### config.mk
export PLATFORM = sky130hd
export DESIGN_NAME = sensor_link_frame_receiver_core
export DESIGN_NICKNAME = d
export VERILOG_FILES = /design/src/hdl/slfr_pkg.sv /design/src/hdl/sensor_link_frame_receiver_core.sv
export SDC_FILE = /design/constraint.sdc
export NUM_CORES = 1
export LEC_CHECK = 0
export BUFFER_PORTS_ARGS = -buffer_cell sky130_fd_sc_hd__buf_2
export CORE_AREA = 2 2 92 112
export DETAILED_ROUTE_END_ITERATION = 12
export DIE_AREA = 0 0 94 114
export HOLD_SLACK_MARGIN = 0.15
export PLACE_DENSITY = 0.63
export SKIP_CTS_REPAIR_TIMING = 1
export SLEW_MARGIN = 20
export SYNTH_ARGS = -nofsm -noshare
export SYNTH_HDL_FRONTEND = slang
export SYNTH_SLANG_ARGS = --single-unit
### constraint.sdc
create_clock -name clk -period 12.8 [get_ports clk]
set_input_delay 1.28 -clock clk [delete_from_list [all_inputs] [get_ports clk]]
set_output_delay 1.28 -clock clk [all_outputs]
set_load 0.02 [all_outputs]
### src/hdl/slfr_pkg.sv
// Shared types and constants for the sensor link frame receiver.
package slfr_pkg;

    // Default longest frame accepted, header and checksum included
    localparam int MaxFrameBytesDefault = 34;

    // One-byte link messages and the mode select header
    localparam logic [7:0] SyncByte     = 8'h00;
    localparam logic [7:0] NackByte     = 8'h02;
    localparam logic [7:0] AckByte      = 8'h04;
    localparam logic [7:0] SelectHeader = 8'h43;
    localparam logic [7:0] XorSeed      = 8'hFF;

    // Link phases
    localparam logic [1:0] PhaseOther    = 2'd0;
    localparam logic [1:0] PhaseWaitSync = 2'd1;
    localparam logic [1:0] PhaseWaitAck  = 2'd2;
    localparam logic [1:0] PhaseRunning  = 2'd3;

    // Reported events
    localparam logic [2:0] EvSyncOk      = 3'd0;
    localparam logic [2:0] EvAckOk       = 3'd1;
    localparam logic [2:0] EvNack        = 3'd2;
    localparam logic [2:0] EvSelect      = 3'd3;
    localparam logic [2:0] EvBadNack     = 3'd4;
    localparam logic [2:0] EvIgnored     = 3'd5;
    localparam logic [2:0] EvBadIgnored  = 3'd6;

    // Input request: one received byte and the link phase
    typedef struct packed {
        logic [7:0] rx_byte;
        logic [1:0] link_phase;
    } in_item_t;

    // Output request: event code and selected mode
    typedef struct packed {
        logic [2:0] event_res;
        logic [7:0] selected_mode;
    } out_item_t;

endpackage

### src/hdl/sensor_link_frame_receiver_core.sv
// Sensor link frame receiver: byte-wise frame parser with checksum and event output.
//
// Each request carries one byte from the host link and the current link phase.
// Between frames a sync, ack or nack byte is a complete message; any other byte
// is a header whose bits 5:3 give a payload of 2^n bytes, followed by one XOR
// checksum byte (seed 0xFF). Headers of frames longer than MAX_FRAME_BYTES are
// dropped. A one-byte message or the checksum byte of a frame yields exactly one
// output request (event code plus selected mode); all other bytes yield none.
// A request is registered on input and then processed into the output
// register, so the block takes one byte per clock unless a finished result finds
// the output register still full; the output register lets the next byte enter
// while a result still waits for out_ready. Output valid rises when the result
// of the registered byte is loaded into the output register.
module sensor_link_frame_receiver_core
#(
    parameter int MAX_FRAME_BYTES = slfr_pkg::MaxFrameBytesDefault
)
(
    input  logic                clk,
    input  logic                rst_n,
    input  logic                in_valid,
    output logic                in_ready,
    input  slfr_pkg::in_item_t  in_data,
    output logic                out_valid,
    input  logic                out_ready,
    output slfr_pkg::out_item_t out_data
);
    import slfr_pkg::*;

    localparam logic [7:0] MaxLen = 8'(MAX_FRAME_BYTES);

    // Input stage
    logic      in_vld_reg;
    in_item_t  in_item_reg;

    // Frame state
    logic [6:0] frame_length_reg, frame_length_next;
    logic [6:0] byte_index_reg,   byte_index_next;
    logic [7:0] running_xor_reg,  running_xor_next;
    logic [7:0] header_byte_reg,  header_byte_next;
    logic [7:0] first_payload_reg, first_payload_next;

    // Output stage
    logic      out_vld_reg;
    out_item_t out_item_reg;

    logic      produce;
    out_item_t result;
    logic      advance;

    logic [7:0] b;
    logic [1:0] phase;
    logic [7:0] hdr_len;
    logic       in_frame;
    logic [6:0] cur_index;
    logic [7:0] cur_xor;

    // Decide the event for a completed message
    function automatic out_item_t act(input logic [7:0] hdr, input logic [1:0] ph,
                                      input logic [7:0] fp);
        out_item_t r;
        r.event_res     = EvIgnored;
        r.selected_mode = 8'h00;
        priority if (hdr == NackByte)
        begin
            r.event_res = EvNack;
        end
        else if (ph == PhaseWaitSync && hdr == SyncByte)
        begin
            r.event_res = EvSyncOk;
        end
        else if (ph == PhaseWaitAck && hdr == AckByte)
        begin
            r.event_res = EvAckOk;
        end
        else if (ph == PhaseRunning && hdr == SelectHeader)
        begin
            r.event_res     = EvSelect;
            r.selected_mode = fp;
        end
        else
        begin
            r.event_res = EvIgnored;
        end
        return r;
    endfunction

    assign b     = in_item_reg.rx_byte;
    assign phase = in_item_reg.link_phase;
    assign hdr_len = 8'(8'd1 << b[5:3]) + 8'd2;

    // Parse one byte against the frame state
    always_comb
    begin
        frame_length_next  = frame_length_reg;
        byte_index_next    = byte_index_reg;
        running_xor_next   = running_xor_reg;
        header_byte_next   = header_byte_reg;
        first_payload_next = first_payload_reg;
        produce            = 1'b0;
        result             = '0;
        in_frame           = 1'b0;
        cur_index          = byte_index_reg;
        cur_xor            = running_xor_reg;

        if (frame_length_reg == 7'd0)
        begin
            if (b == SyncByte || b == NackByte || b == AckByte)
            begin
                // one-byte message
                header_byte_next = b;
                produce          = 1'b1;
                result           = act(b, phase, first_payload_reg);
            end
            else if (hdr_len <= MaxLen)
            begin
                // open a new frame
                frame_length_next = hdr_len[6:0];
                cur_index         = 7'd0;
                cur_xor           = XorSeed;
                in_frame          = 1'b1;
            end
        end
        else
        begin
            in_frame = 1'b1;
        end

        if (in_frame)
        begin
            if (cur_index == 7'd0)
            begin
                header_byte_next = b;
            end
            else if (cur_index == 7'd1)
            begin
                first_payload_next = b;
            end
            byte_index_next = cur_index + 7'd1;
            running_xor_next = cur_xor;

            if (byte_index_next >= frame_length_next)
            begin
                // checksum byte closes the frame
                frame_length_next = 7'd0;
                produce           = 1'b1;
                if (cur_xor == b)
                begin
                    result = act(header_byte_next, phase, first_payload_next);
                end
                else if (phase == PhaseRunning)
                begin
                    result.event_res = EvBadNack;
                end
                else
                begin
                    result.event_res = EvBadIgnored;
                end
            end
            else
            begin
                running_xor_next = cur_xor ^ b;
            end
        end
    end

    // Advance the input stage when its result, if any, has room
    assign advance  = in_vld_reg && (!produce || !out_vld_reg || out_ready);
    assign in_ready = !in_vld_reg || advance;

    // Hold the input request
    always_ff @(posedge clk or negedge rst_n)
    begin
        if (!rst_n)
        begin
            in_vld_reg <= 1'b0;
        end
        else if (in_ready)
        begin
            in_vld_reg <= in_valid;
        end
    end

    always_ff @(posedge clk)
    begin
        if (in_ready && in_valid)
        begin
            in_item_reg <= in_data;
        end
    end

    // Update frame state on each processed byte
    always_ff @(posedge clk or negedge rst_n)
    begin
        if (!rst_n)
        begin
            frame_length_reg  <= 7'd0;
            byte_index_reg    <= 7'd0;
            running_xor_reg   <= XorSeed;
            header_byte_reg   <= 8'h00;
            first_payload_reg <= 8'h00;
        end
        else if (advance)
        begin
            frame_length_reg  <= frame_length_next;
            byte_index_reg    <= byte_index_next;
            running_xor_reg   <= running_xor_next;
            header_byte_reg   <= header_byte_next;
            first_payload_reg <= first_payload_next;
        end
    end

    // Load or drop the output request
    always_ff @(posedge clk or negedge rst_n)
    begin
        if (!rst_n)
        begin
            out_vld_reg <= 1'b0;
        end
        else if (advance && produce)
        begin
            out_vld_reg <= 1'b1;
        end
        else if (out_ready)
        begin
            out_vld_reg <= 1'b0;
        end
    end

    always_ff @(posedge clk)
    begin
        if (advance && produce)
        begin
            out_item_reg <= result;
        end
    end

    assign out_valid = out_vld_reg;
    assign out_data  = out_item_reg;

endmodule
==> out/qor.csv <==
stage,metric,value,unit
outcome,outcome,"finished, final reports clean",
routing,vias per cell,5.605,
worst_setup_path,Critical path origin,b[5],
yosys,synthesized instance count,363,
clock_network,TritonCTS clock tree,yes,
routing,initial drt markers,266,
worst_setup_path,Worst Path Max Fanout,19,
min_path,Hold Path Class,reg2reg,
routing,DR DRC count,0,
place,Placer Congestion,0.8943,
floorplanning,Die ar.,0.01072,mm^2
finish,"commonest cells after routing, fill and taps aside","nand2_1 (33), nor2_1 (32), dfrtp_1 (32)",
worst_setup_path,startpoint type of the worst setup path,flip-flop,
finish,Layout Area Growth over Synthesis,14.83,%
global_routing,largest net degree at the start of global routing,41,
finish,share of cells above drive strength 1,0.2103,
clock_network,clk_lat worst skew,0.33,ns
floorplanning,Ports,27,
worst_setup_path,CP Capture Point,in_ready,
clock_network,clk sink count,61,
finish,fillcell total,934,
global_routing,vias in the first global route,2905,
timing,"Slew Viols, Final",0,
worst_setup_path,Worst Path Arrival,4.54,ns
worst_setup_path,CP endpoint kind,primary output,
timing,final worst clock skew,0.004933,ns
routing,remaining antenna violation count after routing,0,
floorplanning,row count,40,
clock_network,H-tree depth,3,
yosys,register area share after synthesis,0.4363,
place,HPWL Detailed,6.413,mm
yosys,post-synthesis async set-or-reset flop share,0.6557,
finish,Final #Nets,410,
timing,Setup TNS,0,ns
worst_setup_path,FF-to-FF End,out_data[3],
yosys,Netlist cell types,72,
yosys,Mapped Area,0.003762,mm^2
finish,"most common cell after layout, fill and taps aside",nand2_1,
timing,Tmin final,5.822,ns
global_routing,overall global routing resource usage,0.1788,
yosys,Synth Net Count,388,
timing,setup violators final,0,
routing,DRT Pass-1 Iters,4,
timing,RSZ-0062 raised after global routing,no,
routing,met1 wire length,3.872,mm
place,"Cell Area, Placed",0.003973,mm^2
worst_setup_path,R2R depth,15,
floorplanning,Starting Density,0.3855,
yosys,largest cells by area after synthesis,"dfrtp_1 (21%), edfxtp_1 (17%), dfstp_2 (5.6%)",
routing,Post-Route WL,8.717,mm
routing,post-DR wirelength/cell,16.89,um
timing,Rel. slew slack,0.3478,
worst_setup_path,FF-to-FF Start,b[5],
finish,cell area after layout,0.004320,mm^2
clock_network,TritonCTS Buffers,9,
clock_network,root buf cell,clkbuf_16,
yosys,syn_area_per_cell,10.36,um^2
floorplanning,Placeable Area,0.009759,mm^2
floorplanning,Die Span Y,114,um
yosys,synth warn,0,
global_routing,grt ovf,0,
yosys,top-area cell type share of the netlist area,0.2128,
timing,Least-Margin Pin Slew,0.9746,ns
flow_run,MaxCap Viol Count,0,
clock_network,Max clock buf depth,2,
yosys,Synth area leader,dfrtp_1,
timing,Tcrit/Tclk final,0.4548,
routing,DR WL met2,4.247,mm
worst_setup_path,worst path required time,11.52,ns
timing,fmax,171.8,MHz
finish,# diodes,0,
worst_setup_path,flop2flop setup slack,7.58,ns
clock_network,clk slew on worst S/H paths,0.05,ns
yosys,number of synthesized flops with an enable pin,21,
floorplanning,Die Width,94,um
global_routing,global-route wire length before repair,14.81,mm
finish,max FFs per register,11,
place,number of port buffers,26,
yosys,synthesized flop and latch total,61,
worst_setup_path,CP Class,reg2out,
routing,met3 WL,425,um
yosys,Synth Flop Type,dfrtp_1,
routing,Top Metal Used,met4,
timing,Final Hold Viols,0,
global_routing,initial antenna violation count,0,
routing,Vias,2892,
[worst max-delay path, cell delays in order (launching register included)]
cell	delay, ns
edfxtp_1	0.64
or4_4	0.61
o2111ai_2	0.51
nand2_1	0.18
inv_1	0.13
ha_1	0.22
nand3_1	0.11
xor2_1	0.14
nor2_1	0.08
ha_1	0.32
a21o_1	0.12
a211oi_1	0.08
o21a_1	0.15
o31ai_1	0.51
nand3_1	0.20
buf_2	0.20
[layer usage]
layer  GRT usage  vias to the layer above
met5           0                        -
li1            -                     1417
met4     0.06377                        0
met1      0.2281                     1378
met2      0.2976                       83
met3     0.03963                       14
[stage by stage]
| step | hold WS, ns | utilization | cells | setup slack [ns] |
|---|---|---|---|---|
| global route | 0.4919 | 0.4427 | 516 | 6.574 |
| finish | 0.4825 | 0.4427 | 516 | 6.978 |
| CTS | 0.4875 | 0.4427 | 516 | 6.974 |
| detailed placement | 0.4746 | 0.4071 | 500 | 7.348 |
| floorplan | 0.4574 | - | 363 | 8.196 |
| global placement | 0.4681 | 0.4071 | 500 | 7.535 |
[cells in the mapped netlist, drive strengths merged (4+ instances only)]
| cell type | instances |
|---|---|
| nor2 | 35 |
| nand2 | 33 |
| dfrtp | 32 |
| a21oi | 24 |
| edfxtp | 21 |
| mux2 | 19 |
| nand3 | 14 |
| o21ai | 12 |
| ha | 11 |
| inv | 11 |
| clkbuf | 10 |
| nor3 | 9 |
| a22oi | 8 |
| dfstp | 8 |
| o211a | 8 |
| xor2 | 8 |
| mux2i | 7 |
| a211oi | 6 |
| a21boi | 6 |
| buf | 6 |
| a21o | 5 |
| nand2b | 5 |
| and2 | 4 |
| nor4 | 4 |
[cell families (layout without fill, tap and decap cells)]
kind of cell / count (synthesis) / count (layout) / share of synthesized area
compound gates: 104 / 104 / 0.2165
xor+xnor: 10 / 10 / 0.02328
fa+ha+maj: 11 / 11 / 0.03658
buf+inv: 27 / 54 / 0.03359
flops: 61 / 61 / 0.4363
mux: 26 / 26 / 0.07549
simple gates: 124 / 124 / 0.1783
[how the worst min path moves through the flow]
stage                              start                   end  cells after the start
global route        first_payload_reg[6]  first_payload_reg[6]                      1
finish              first_payload_reg[3]  first_payload_reg[3]                      1
floorplan             header_byte_reg[3]    header_byte_reg[3]                      1
detailed placement  first_payload_reg[3]  first_payload_reg[3]                      1
CTS                 first_payload_reg[3]  first_payload_reg[3]                      1
global placement    first_payload_reg[6]  first_payload_reg[6]                      1
[final cells by class]
class / instances / area (um^2) / area share
Multi-Input combinational cell: 275 / 1994 / 0.4616
Sequential cell: 61 / 1642 / 0.3800
Clock buffer: 9 / 225.2 / 0.05213
Tap cell: 126 / 157.7 / 0.03649
Timing Repair Buffer: 27 / 137.6 / 0.03186
Clock inverter: 7 / 122.6 / 0.02838
Inverter: 11 / 41.29 / 0.009557
Power is left out: the tool's default activity adds up to more than one toggle a clock period on the data nets, which glitch-free logic cannot reach.
